## config.mk

```make
export PLATFORM = sky130hd
export DESIGN_NAME = sbsi_div
export DESIGN_NICKNAME = d
export VERILOG_FILES = /design/src/hw/rtl/sbsi_pkg.sv /design/src/hw/rtl/sbsi_div.sv
export SDC_FILE = /design/constraint.sdc
export NUM_CORES = 2
export LEC_CHECK = 0
export BUFFER_PORTS_ARGS = -buffer_cell sky130_fd_sc_hd__buf_2
export CORE_ASPECT_RATIO = 1.5
export CORE_MARGIN = 2
export CORE_UTILIZATION = 50
export CTS_CLUSTER_SIZE = 20
export DETAILED_ROUTE_END_ITERATION = 12
export PLACE_DENSITY = 0.72
export SYNTH_ARGS = -nofsm -noshare
export SYNTH_HDL_FRONTEND = slang
export SYNTH_SLANG_ARGS = --single-unit
```

## constraint.sdc

```tcl
create_clock -name clk -period 3.22 [get_ports clk]
set_clock_uncertainty 0.05 [all_clocks]
set_input_delay 0.161 -clock clk [delete_from_list [all_inputs] [get_ports clk]]
set_output_delay 0.161 -clock clk [all_outputs]
set_load 0.01 [all_outputs]
```

## src/hw/rtl/sbsi_pkg.sv

```systemverilog
package sbsi_pkg;

	localparam int COORD_BITS_DEF    = 16;
	localparam int FRACTION_BITS_DEF = 16;

endpackage

```

## src/hw/rtl/sbsi_div.sv

```systemverilog
module sbsi_div #(
	parameter int COORD_BITS    = sbsi_pkg::COORD_BITS_DEF,
	parameter int FRACTION_BITS = sbsi_pkg::FRACTION_BITS_DEF
) (
	input  logic                         clk,
	input  logic                         arst_n,
	input  logic                         en,
	input  logic                         in_valid,
	input  logic                         in_hit,
	input  logic [COORD_BITS:0]          num,
	input  logic [COORD_BITS:0]          den,
	input  logic signed [COORD_BITS-1:0] in_sx,
	input  logic signed [COORD_BITS-1:0] in_sy,
	input  logic signed [COORD_BITS:0]   in_dx,
	input  logic signed [COORD_BITS:0]   in_dy,
	output logic                         out_valid,
	output logic                         out_hit,
	output logic [FRACTION_BITS:0]       quo,
	output logic signed [COORD_BITS-1:0] out_sx,
	output logic signed [COORD_BITS-1:0] out_sy,
	output logic signed [COORD_BITS:0]   out_dx,
	output logic signed [COORD_BITS:0]   out_dy
);
	import sbsi_pkg::*;

	localparam int D = COORD_BITS + 1;
	localparam int F = FRACTION_BITS;

	logic                         v_s   [0:F];
	logic                         hit_s [0:F];
	logic [D:0]                   rem_s [0:F];
	logic [D-1:0]                 den_s [0:F];
	logic [F:0]                   q_s   [0:F];
	logic signed [COORD_BITS-1:0] sx_s  [0:F];
	logic signed [COORD_BITS-1:0] sy_s  [0:F];
	logic signed [D-1:0]          dx_s  [0:F];
	logic signed [D-1:0]          dy_s  [0:F];

	// One quotient bit per stage of a restoring division.
	for (genvar k = 0; k <= F; k++) begin : g_stage
		logic [D:0]   r;
		logic [D-1:0] dd;
		logic         ge;
		logic         vi, hi;
		logic [F:0]   qi;
		logic signed [COORD_BITS-1:0] sxi, syi;
		logic signed [D-1:0] dxi, dyi;

		if (k == 0) begin : g_first
			assign r = {1'b0, num};  assign dd = den;  assign qi = '0;
			assign vi = in_valid;    assign hi = in_hit;
			assign sxi = in_sx; assign syi = in_sy; assign dxi = in_dx; assign dyi = in_dy;
		end else begin : g_next
			assign r  = {rem_s[k-1][D-1:0], 1'b0};
			assign dd = den_s[k-1];  assign qi = q_s[k-1];
			assign vi = v_s[k-1];    assign hi = hit_s[k-1];
			assign sxi = sx_s[k-1]; assign syi = sy_s[k-1];
			assign dxi = dx_s[k-1]; assign dyi = dy_s[k-1];
		end
		assign ge = (r >= {1'b0, dd});

		always_ff @(posedge clk or negedge arst_n) begin
			if (!arst_n) begin
				v_s[k] <= 1'b0;
			end else if (en) begin
				v_s[k] <= vi;
			end
		end

		always_ff @(posedge clk) begin
			if (en) begin
				rem_s[k] <= ge ? (r - {1'b0, dd}) : r;
				q_s[k]   <= {qi[F-1:0], ge};
				den_s[k] <= dd;  hit_s[k] <= hi;
				sx_s[k]  <= sxi; sy_s[k] <= syi;
				dx_s[k]  <= dxi; dy_s[k] <= dyi;
			end
		end
	end

	assign out_valid = v_s[F];
	assign out_hit   = hit_s[F];
	assign quo       = q_s[F];
	assign out_sx    = sx_s[F];
	assign out_sy    = sy_s[F];
	assign out_dx    = dx_s[F];
	assign out_dy    = dy_s[F];
endmodule

```

# Word-level counts from Yosys, hierarchy flattened
# Memory sizes are Yosys's and may differ from the RTL's.
# Cells that the tools add are included.
# classes
addsub,17
n_lt_le_gt_ge,17
muxes,19
# op_table
op,count
$mux 18,17
$ge 18x17->1,16
$sub 18x17->18,16
$sub 17x17->18,1
$ge 17x17->1,1
$mux 1,2
# word_totals
regBits,17
ramBits,2023
inputBits,105
out_inout_bits,85
n_memories,8
# memory_table
name,words,word_bits,read_ports,rd_clocked_by_memory_dff,write_ports,line,source
rem_s,17,18,16,0,17,sbsi_div.sv:31,logic [D:0] rem_s [0:F];
den_s,17,17,16,0,17,sbsi_div.sv:32,logic [D-1:0] den_s [0:F];
dx_s,17,17,17,0,17,sbsi_div.sv:36,logic signed [D-1:0] dx_s [0:F];
dy_s,17,17,17,0,17,sbsi_div.sv:37,logic signed [D-1:0] dy_s [0:F];
q_s,17,17,17,0,17,sbsi_div.sv:33,logic [F:0] q_s [0:F];
sx_s,17,16,17,0,17,sbsi_div.sv:34,logic signed [COORD_BITS-1:0] sx_s [0:F];
2 more memories,n/a,n/a,n/a,n/a,n/a,n/a,

# Depth between registers and ports, before layout
# An unclocked memory read counts as a cell.
# logic_depth
ltp_word,3
mapped_depth,13
depth_no_buf,12

# Worst setup path after synthesis
# OpenSTA, ideal clock, no wires.
# synth_path
path_type,register -> register
startpoint,memory rem_s[0][1] (netlist bit)
endpoint,memory rem_s[0][28] (netlist bit) (data pin)
arrival_time_ns,2.823
setup_slack_ns,0.088
stages_incl_launch_ff,11
n_path_buf,1
period_less_slack_ns,3.132
path_cell_list,edfxtp_1 ha_1 nor2b_1 o21a_1 o21ai_2 a21oi_2 a221oi_2 a21oi_2 a2111oi_4 buf_6 mux2_2
# synth_rtl
element,line
start: declaration,sbsi_div.sv:31

==> impl_metrics.csv <==
group,metric,value,unit
run_status,status,"finished clean",
critical_path,critPathTopFamily,"simple AND/OR/NAND/NOR gates",
min_path,hold_path_end,"dx_s[0][9]",
logic_synthesis,synth_edf_count,1836,
sta,finalCriticalPeriod,3.16,ns
min_path,hold_depth,2,
min_path,min_path_type,"primary input to register",
route,drc_errors,0,
global_route,antenna_found_initial,2,
clocking,cts_tree,"yes",
logic_synthesis,ys_seq_area_share,76.7,%
critical_path,timing.rr.start,"rem_s[0][78]",
logic_synthesis,yosys_warnings,0,
route,drtIter0Drc,2215,
critical_path,critPathMaxFanout,5,
power,irDropWorstVdd,0.589,mV
sta,fin_crit_sh,98.0,%
logic_synthesis,syn_avg_cell_area,16.6,um2
placement,place.gp.congestion,0.924,
sta,slew_viol_final,0,
critical_path,cp.depth,8,
global_route,grt_usage,15.8,%
placement,dp_slack,-0.158,ns
die,rows,171,
min_path,min_from,"in_dx[9]",
critical_path,cp_cell_sequence,"ha_1 -> or2_1 -> or4_1 -> o21ai_0 -> o21ai_0 -> and4_1 -> or3_1 -> mux2_2",
die,core-area,144000,um2
critical_path,crit_slowest_cell,"or4_1",
critical_path,worst_ep_arrival_time,3.66,ns
route,via_per_inst,5.13,
critical_path,worstSetupEndpointType,"register",
power,powerDensity,841,nW/um2
placement,numPortBuffers,189,
sta,finalSetupViolations,0,
clocking,cts_buffers,164,
sta,max_clock_freq,317,MHz
logic_synthesis,synth_ff_type,"edfxtp_1",
critical_path,crit_buf_inv,0,
clocking,clkLatencyLatePin,0.80,ns
sta,grt_setup_unrepaired,"false",
flow_run,cap_violations,0,
critical_path,r2r_cells,8,
die,dieArea,148000,um2
final_layout,area_delta_synth_final,16.7,%
global_route,grt_pass1_vias,37200,
logic_synthesis,synthCells,4378,
route,drtPass1Iterations,5,
critical_path,critPathLaunchType,"register",
clocking,cts_buffer_depth,3,
sta,maxSlewHeadroom,34.1,%
clocking,clk_pin_slew_worst_paths,0.06,ns
global_route,grt_max_degree,122,
logic_synthesis,yosysUniqueCellTypes,84,
sta,worst_slew_pin_slew,0.983,ns
die,start_util,50.2,%
clocking,root_buffer,"clkbuf_16",
route,wl_per_cell,16.5,um
logic_synthesis,syn_nets,4787,
die,num_io_pins,190,
clocking,clkSinkCount,1853,
power,p_leak,31.8,nW
critical_path,r2r_end,"rem_s[0][105]",
final_layout,final_layout_size_suffix_gt1_share,14.1,%
final_layout,final_nets,5419,
critical_path,path_class,"register to register",
clocking,htreeDepth,4,
route,detail-route-antenna-nets,0,
critical_path,cp_common_cell,"o21ai_0",
die,die_h,470,um
logic_synthesis,synth-seq-cells,1853,
route,num_vias,36200,
global_route,grt_first_pass_wirelength,185000,um
critical_path,crit_required,3.73,ns
critical_path,rrSetupSlack,0.06,ns
route,totalWireLength,116000,um
sta,finalHoldViolCount,0,
sta,postLayoutSetupSlackWorst,0.0646,ns
final_layout,final_core_util,58.6,%
global_route,grt_overflow_total,0,
logic_synthesis,netlist_area,72500,um2
die,die_x,315,um
critical_path,slowest_delay,0.49,ns
logic_synthesis,async_reset_ff_share,0.917,%
placement,dp_hpwl,76500,um
-- through the flow --
stage	std cells	area, um2	power, mW	setup TNS, ns	hold slack (ns)
5_1_grt	7053	84600	75.1	0	0.0429
4_1_cts	7040	84400	71.6	0	0.00564
2_1_floorplan	4378	72500	45.6	0	-0.185
3_5_place_dp	6553	77000	51.4	-0.695	0.0494
6_report	7053	84600	71.1	0	0.0657
3_3_place_gp	6553	77000	50.9	-0.430	0.0374
-- how the worst max path moves through the flow --
stage	start	to
floorplan	rem_s[0][1]	rem_s[0][28]
global placement	rem_s[0][205]	rem_s[0][227]
detailed placement	rem_s[0][204]	rem_s[0][227]
CTS	rem_s[0][72]	rem_s[0][95]
global route	rem_s[0][10]	rem_s[0][32]
finish	rem_s[0][78]	rem_s[0][105]
-- kinds of logic (layout without fill, tap and decap cells) --
group                    after synthesis  count (layout)  share of synthesized area [%]
flip-flops                          1853            1853                           76.7
multiplexers                         115             115                           1.77
adder cells (fa/ha/maj)              304             304                           5.42
AND/OR/NAND/NOR                      683             683                           4.53
AO/OA/AOI/OAI                        809             811                           7.00
other                                  0               2                              0
XOR/XNOR                             204             204                           2.47
buffers and inverters                410            1178                           2.15
-- state kept, by name (all words and copies together) (netlist names) --
signal      cells
hit_s          17
dy_s          289
q_s           153
sx_s          272
rem_s         272
g_stage.vi     16
out_valid       1
sy_s          272
den_s         272
dx_s          289
-- placed cells by master (no fill, tap or decap), types with 122 or more instances in the layout --
| cell type | count |
|---|---|
| dlygate4sd3_1 | 183 |
| nor2_1 | 152 |
| a21oi_1 | 197 |
| nand2_1 | 239 |
| o21ai_0 | 265 |
| buf_2 | 188 |
| xnor2_1 | 122 |
| clkbuf_16 | 167 |
| edfxtp_1 | 1836 |
| ha_1 | 288 |
| inv_1 | 355 |
-- layout make-up --
class                   instances  area [um2]
repair buffers                519        4280
well taps                    1903        2380
multi-input cells            2117       15500
diodes                          2        5.00
flip-flops and latches       1853       55600
clock buffers                 199        4280
clock inverters               105        1220
inverters                     355        1330
fillers                     10700       59900
-- power by group --
part / switching, mW / internal [mW] / total, mW
Sequential: 1.48 / 31.0 / 32.5
Clock: 8.56 / 11.1 / 19.7
Combinational: 10.3 / 8.66 / 18.9
Total: 20.3 / 50.8 / 71.1
-- timing repair --
| action | CTS | global route |
|---|---|---|
| cloned | 0 | 3 |
| gates resized for setup | 1 | 14 |
| pin swaps | 0 | 4 |
| endpoints found under the hold margin | 189 | 0 |
| setup endpoints to repair | 14 | 75 |
| hold buffers | 183 | 0 |
| setup buffers | 0 | 9 |
-- Yosys cell counts (all sizes together), types with 47 or more instances --
cell    instances  area [um2]
ha            288        3600
nor3           54         270
mux2          106        1190
edfxtp       1836       55100
a21o           95         713
xor2           82         718
nor2          153         577
o21ai         272        1370
a21oi         203        1030
xnor2         122        1070
nand2         239         897
nor2b          48         300
o21a           47         353
inv           355        1330
clkbuf         51         191
-- worst reg2reg max path, stage by stage, from the launching register on --
cell and delay [ns]:
edfxtp_1 0.41, ha_1 0.27, or2_1 0.26, or4_1 0.49
o21ai_0 0.27, o21ai_0 0.27, and4_1 0.28, or3_1 0.35
mux2_2 0.26
-- per-layer routing --
layer	GRT usage, %	up-vias	share of wire (%)
met5	0	-	0
met4	8.50	0	4.7
li1	-	17800	-
met1	16.1	17500	36
met3	2.74	283	3.3
met2	30.1	639	56
Note: power is estimated with default switching activity, not from simulation.
