`config.mk`:
```
export PLATFORM = sky130hd
export DESIGN_NAME = sbsi_point
export DESIGN_NICKNAME = d
export VERILOG_FILES = /design/src/hw/rtl/sbsi_pkg.sv /design/src/hw/rtl/sbsi_point.sv
export SDC_FILE = /design/constraint.sdc
export NUM_CORES = 1
export LEC_CHECK = 0
export ABC_AREA = 0
export BUFFER_PORTS_ARGS = -buffer_cell sky130_fd_sc_hd__buf_2
export CORE_ASPECT_RATIO = 0.75
export CORE_UTILIZATION = 30
export DETAILED_ROUTE_END_ITERATION = 12
export MAX_ROUTING_LAYER = met4
export PLACE_DENSITY = 0.55
export SLEW_MARGIN = 0
export SYNTH_ARGS = -nofsm -noshare
export SYNTH_HDL_FRONTEND = slang
export SYNTH_SLANG_ARGS = --single-unit
```
`constraint.sdc`:
```
create_clock -name clk -period 3.7 [get_ports clk]
set_clock_uncertainty 0.05 [all_clocks]
set_input_delay 0.185 -clock clk [delete_from_list [all_inputs] [get_ports clk]]
set_output_delay 0.185 -clock clk [all_outputs]
set_load 0.02 [all_outputs]
```
`src/hw/rtl/sbsi_pkg.sv`:
```
package sbsi_pkg;

	localparam int COORD_BITS_DEF    = 16;
	localparam int FRACTION_BITS_DEF = 16;

endpackage

```
`src/hw/rtl/sbsi_point.sv`:
```
module sbsi_point #(
	parameter int COORD_BITS    = sbsi_pkg::COORD_BITS_DEF,
	parameter int FRACTION_BITS = sbsi_pkg::FRACTION_BITS_DEF
) (
	input  logic                         clk,
	input  logic                         arst_n,
	input  logic                         en,
	input  logic                         in_valid,
	input  logic                         in_hit,
	input  logic [FRACTION_BITS:0]       frac,
	input  logic signed [COORD_BITS-1:0] sx,
	input  logic signed [COORD_BITS-1:0] sy,
	input  logic signed [COORD_BITS:0]   dx,
	input  logic signed [COORD_BITS:0]   dy,
	output logic                         valid_s2,
	output logic                         hit_s2,
	output logic [FRACTION_BITS:0]       frac_s2,
	output logic signed [COORD_BITS-1:0] px_s2,
	output logic signed [COORD_BITS-1:0] py_s2
);
	import sbsi_pkg::*;

	localparam int D = COORD_BITS + 1;
	localparam int M = D + FRACTION_BITS + 2;

	logic                         valid_s1, hit_s1;
	logic [FRACTION_BITS:0]       frac_s1;
	logic signed [COORD_BITS-1:0] sx_s1, sy_s1;
	logic signed [M-1:0]          mx_s1, my_s1;
	logic signed [M-1:0]          shx, shy;

	always_ff @(posedge clk or negedge arst_n) begin
		if (!arst_n) begin
			valid_s1 <= 1'b0;
			valid_s2 <= 1'b0;
		end else if (en) begin
			valid_s1 <= in_valid;
			valid_s2 <= valid_s1;
		end
	end

	// The arithmetic shift floors the signed product, as the entry point needs.
	assign shx = mx_s1 >>> FRACTION_BITS;
	assign shy = my_s1 >>> FRACTION_BITS;

	always_ff @(posedge clk) begin
		if (en) begin
			hit_s1  <= in_hit;
			frac_s1 <= frac;
			sx_s1   <= sx;
			sy_s1   <= sy;
			mx_s1   <= M'(dx) * M'(signed'({1'b0, frac}));
			my_s1   <= M'(dy) * M'(signed'({1'b0, frac}));

			hit_s2  <= hit_s1;
			frac_s2 <= hit_s1 ? frac_s1 : '0;
			px_s2   <= hit_s1 ? (sx_s1 + shx[COORD_BITS-1:0]) : '0;
			py_s2   <= hit_s1 ? (sy_s1 + shy[COORD_BITS-1:0]) : '0;
		end
	end
endmodule

```
# --- Word-level counts from Yosys, hierarchy flattened ---
# Index checks and enable logic that the tools add are counted.
word_totals:
  latchBits: 0
  mem_bits_ro: 0
  regBits: 166
  output_inout_bits: 51
  memories: 0
  input_bits: 88
  ramBits: 0
op_classes:
  div: 0
  reduce_logical: 0
  n_addsub: 2
  bitwise_logic: 0
  n_lt_le_gt_ge: 0
  shift: 0
  eq_ne: 0
  muxes: 0
  mul: 2
ops:
  columns: ["op", "count"]
  rows:
  - ["$mul A17 B18 Y32", 2]
  - ["$add A16 B16 Y16", 2]

# --- Depth between registers and ports, before layout ---
logic_depth:
  depth_word: 1
  depth_mapped: 23

# --- Least setup slack after synthesis ---
# OpenSTA, ideal clock, no wires.
synth_timing:
  path_type: "input -> register"
  startpoint: "input port dx[10]"
  endpoint: "register mx_s1[31] (data pin)"
  setup_slack_ns: -2.070
  setup_time_ns: 0.260
  arrival_time_ns: 5.460
  stages: 22
  t_required_ns: 3.390
  n_path_buf: 2
  cell_sequence: "clkbuf_1 > clkbuf_1 > nand2_1 > fa_1 > inv_1 > fa_1 > inv_1 > fa_1 > inv_1 > fa_1 > fa_1 > inv_1 > fa_1 > inv_1 > ha_1 > and4_1 > o21ai_0 > nor4_2 > o31ai_4 > o2111ai_2 > a21oi_2 > xnor2_1"
synth_between:
  elab_chain_cells: 1
synth_rtl:
  columns: ["element", "line_no", "source"]
  rows:
  - ["start, declared", "sbsi_point.sv:13", "input logic signed [COORD_BITS:0] dx,"]
  - ["$mul A17 B18 Y32", "sbsi_point.sv:52", "mx_s1 <= M'(dx) * M'(signed'({1'b0, frac}));"]
  - ["end signal, assigned", "sbsi_point.sv:52", null]
  - ["end, declared", "sbsi_point.sv:29", "logic signed [M-1:0] mx_s1, my_s1;"]
# No other way between the ends.
# A chain may end at the register's enable or synchronous reset.

# --- Worst setup path in the final report ---
layout_timing:
  startpoint: "input port dx[5]"
  endpoint: "register mx_s1[31] (data pin)"
# Same word-level chain as after synthesis.

==> impl_metrics.csv <==
group,metric,value,unit
status,status,"finished, violations left",
status,violations,"negative setup slack",
route,wl_per_cell,15.35,µm
floorplanning,dieWidth,326.8,µm
floorplanning,fp.dieArea,0.08026,mm²
worst_setup_path,critPathLaunchType,"input port",
synthesis,synth_cells,2398,
grt,grt.overflow.total,0,
clock_tree,cts.reportedPaths.clkPinSlew,0.07,ns
floorplanning,start_util,0.3058,
floorplanning,ios,139,
worst_setup_path,end_kind,"register",
hold_path,hp-start,"frac[7]",
worst_setup_path,critPathSlowestCell,"fa_1",
route,viasPerCell,4.292,
floorplanning,core,0.07762,mm²
hold_path,hold_class,"in2reg",
route,drt_iter0_drc,611,
worst_setup_path,cp_cell_sequence,"buf_12 > buf_4 > and2_4 > fa_1 > inv_2 > fa_1 > fa_1 > inv_2 > fa_1 > fa_1 > inv_2 > fa_1 > inv_2 > ha_4 > nand2_2 > o21ai_2 > a311oi_4 > nor4_4 > o31ai_4 > o2111ai_2 > a21oi_2 > xnor2_1",
grt,busiest_layer,"met2",
synthesis,synthArstFlopShare,0.01493,
route,firstDrtPassIters,5,
worst_setup_path,critPathArrivalTime,5.41,ns
synthesis,syn_avg_cell_area,9.898,µm²
clock_tree,cts_tree,"done",
synthesis,synthFlopType,"edfxtp_1",
placed_design,numPortBuffers,138,
route,drc,0,
grt,grt_pass1_wl,97950,µm
clock_tree,clk_path_buf_depth,2,
grt,grt_pass1_vias,17790,
floorplanning,dieHeight,245.6,µm
clock_tree,cts_buffers,17,
timing,finalWorstPathRequiredPeriod,5.234,ns
clock_tree,clock-root-buffer,"clkbuf_16",
synthesis,syn-num-nets,3176,
worst_setup_path,cp_max_fo,6,
grt,grt_max_degree,63,
worst_setup_path,cp_slowest_stage_delay,0.55,ns
timing,hold_viol,0,
final_layout,nets,3549,
worst_setup_path,crit_required,3.87,ns
timing,fmax,191.1,MHz
placed_design,post-dp-hpwl,49420,µm
worst_setup_path,critPathMostFrequentCell,"fa_1",
synthesis,ys_seq_area_frac,0.1691,
timing,period_share,1.415,
timing,worst_pin_slew,0.6908,ns
worst_setup_path,crit_family,"adder cells",
grt,grt_use_met3,0.03057,
worst_setup_path,crit_start,"dx[5]",
worst_setup_path,critical_path_buf_inv_count,6,
route,vias,16410,
timing,finalMaxSlewViolations,0,
placed_design,gp_congestion,0.8330,
grt,use_met2,0.2390,
floorplanning,row_count,88,
worst_setup_path,critical_path_class,"in2reg",
synthesis,synth_cell_types,58,
timing,worst_slack,-1.534,ns
synthesis,synth_edf_count,132,
timing,setup_viol,32,
grt,antenna_found_initial,4,
clock_tree,cts.sinks,134,
synthesis,yosysWarnings,0,
final_layout,drive_gt1_frac,0.2105,
synthesis,synth_seq_cells,134,
grt,met1_usage,0.2282,
timing,holdWs,0.09380,ns
hold_path,holdPathStages,2,
worst_setup_path,worst-path-stages,22,
final_layout,fillers,7698,
clock_tree,clock_latency,0.49,ns
clock_tree,htreeDepth,4,
flow_run,max-cap-violations,0,
timing,grt_setup_unrepaired,"true",
synthesis,netlist_area,0.02374,mm²
final_layout,area_delta_synth_final,25.12,%
route,ant_nets,0,
route,drt-total-wl,58690,µm
timing,max-slew-margin-rel,0.5395,
worst_setup_path,r2r_start,"mx_s1[16]$_DFFE_PP_",
worst_setup_path,worstRegToRegCells,11,
grt,grt_use_total,0.1604,
[area by class of cell]
cell class,instances,area [µm²],share of cell area
clock buffer,19,452.9,0.01525
antenna,5,12.51,0.0004213
inverter,535,2008,0.06762
multi-input combinational,1638,18040,0.6073
clock inverter,13,135.1,0.004550
sequential,134,4014,0.1352
timing repair buffer,445,3744,0.1261
tap,1035,1295,0.04360
[registers in the layout, indices dropped and copies added, names as in the netlist, 16 cells and up]
register and flops:
sx_s1 16, mx_s1 16, px_s2 16, frac_s1 17, frac_s2 17, my_s1 16, py_s2 16, sy_s1 16
[path summary, 6_finish.rpt]
path / slack [ns] / end
setup / recovery: -1.53 / mx_s1[31]$_DFFE_PP_
min in group asynchronous: 0.50 / valid_s1$_DFFE_PN0P_
setup reg to reg: 0.55 / px_s2[14]$_SDFFCE_PN0P_
hold reg to reg: 0.46 / valid_s1$_DFFE_PN0P_
hold / removal: 0.09 / frac_s1[7]$_DFFE_PP_
max in group asynchronous: 2.98 / valid_s2$_DFFE_PN0P_
[cells by family (layout without fill, tap and decap cells)]
family | count (synthesis) | count (layout) | synth area share
adder cells (fa/ha/maj) | 690 | 690 | 0.5054
flip-flops | 134 | 134 | 0.1691
AO/OA/AOI/OAI | 150 | 150 | 0.04159
XOR/XNOR | 58 | 58 | 0.02140
multiplexers | 4 | 4 | 0.001792
AND/OR/NAND/NOR | 736 | 736 | 0.1617
other | 0 | 5 | 0
buffers and inverters | 626 | 1012 | 0.09899
[cells in the mapped netlist, types with 2 or more instances]
master	n	area, µm²
a31oi_1	6	37.54
o31ai_1	5	37.54
nand2b_1	22	137.6
nor2b_1	14	87.58
and4_1	3	26.28
o21a_1	8	60.06
a21oi_1	50	250.2
o22ai_1	2	12.51
mux2i_1	2	20.02
and2_1	319	1996
inv_1	534	2004
o21ai_1	2	10.01
and3_1	8	50.05
o21ai_0	29	145.1
nand2_1	276	1036
edfxtp_1	132	3964
a21boi_0	4	30.03
and3b_1	5	43.79
nor3b_1	3	22.52
a311o_1	3	30.03
ha_1	242	3028
a211oi_1	5	37.54
nor2_1	43	161.4
nand3_1	9	45.04
or2_2	4	25.02
or3_1	4	25.02
dfrtp_1	2	50.05
nand4_1	8	50.05
nor3_1	13	65.06
fa_1	448	8969
clkbuf_1	90	337.8
a21o_1	14	105.1
xor2_1	17	148.9
a21oi_2	3	26.28
mux2_2	2	22.52
xnor2_1	41	359.1
o21bai_1	5	37.54
[per-layer routing]
layer  wire (µm)  vias up  part of all wire
li1            -     8026                 -
met1       29820     8129              0.51
met2       25790      225              0.44
met3        2473       34             0.042
met4         606        0             0.010
met5           0        -                 0
[through the flow]
| stage | utilization | worst slack [ns] | setup TNS [ns] | cells | area, µm² |
|---|---|---|---|---|---|
| 2_1_floorplan | - | -1.627 | -44.44 | 2398 | 24210 |
| 3_3_place_gp | 0.3576 | -2.229 | -66.27 | 3724 | 27760 |
| 3_5_place_dp | 0.3576 | -2.284 | -67.96 | 3724 | 27760 |
| 4_1_cts | 0.3763 | -1.564 | -42.92 | 3806 | 29210 |
| 5_1_grt | 0.3826 | -1.702 | -48.25 | 3823 | 29700 |
| 6_report | 0.3826 | -1.534 | -43.11 | 3824 | 29700 |
[cells in the final DEF (no fill, tap or decap), types with 17 or more instances in the layout]
cell type	netlist	layout
xnor2_1	41	37
nand2_1	276	268
nand2b_1	22	22
edfxtp_1	132	132
buf_12	0	32
o21ai_0	29	18
fa_1	448	436
xor2_1	17	17
inv_2	1	17
a21oi_2	3	20
a21oi_1	50	32
nor2_1	43	38
buf_4	0	226
buf_2	0	108
and2_1	319	296
inv_1	534	518
ha_1	242	226
clkbuf_16	0	19
dlygate4sd3_1	0	41
and2_4	0	23
buf_6	0	32
[timing repair]
| action | 4_1_cts | 5_1_grt |
|---|---|---|
| hold buffers | 39 | 2 |
| setup endpoints to repair | 32 | 32 |
| gates resized for setup | 106 | 85 |
| pin swaps | 37 | 61 |
| endpoints found under the hold margin | 39 | 2 |
| gates cloned | 0 | 2 |
| setup buffers | 12 | 12 |
Power is left out: the tool's default activity adds up to more than one toggle a clock period on the data nets, which glitch-free logic cannot reach.
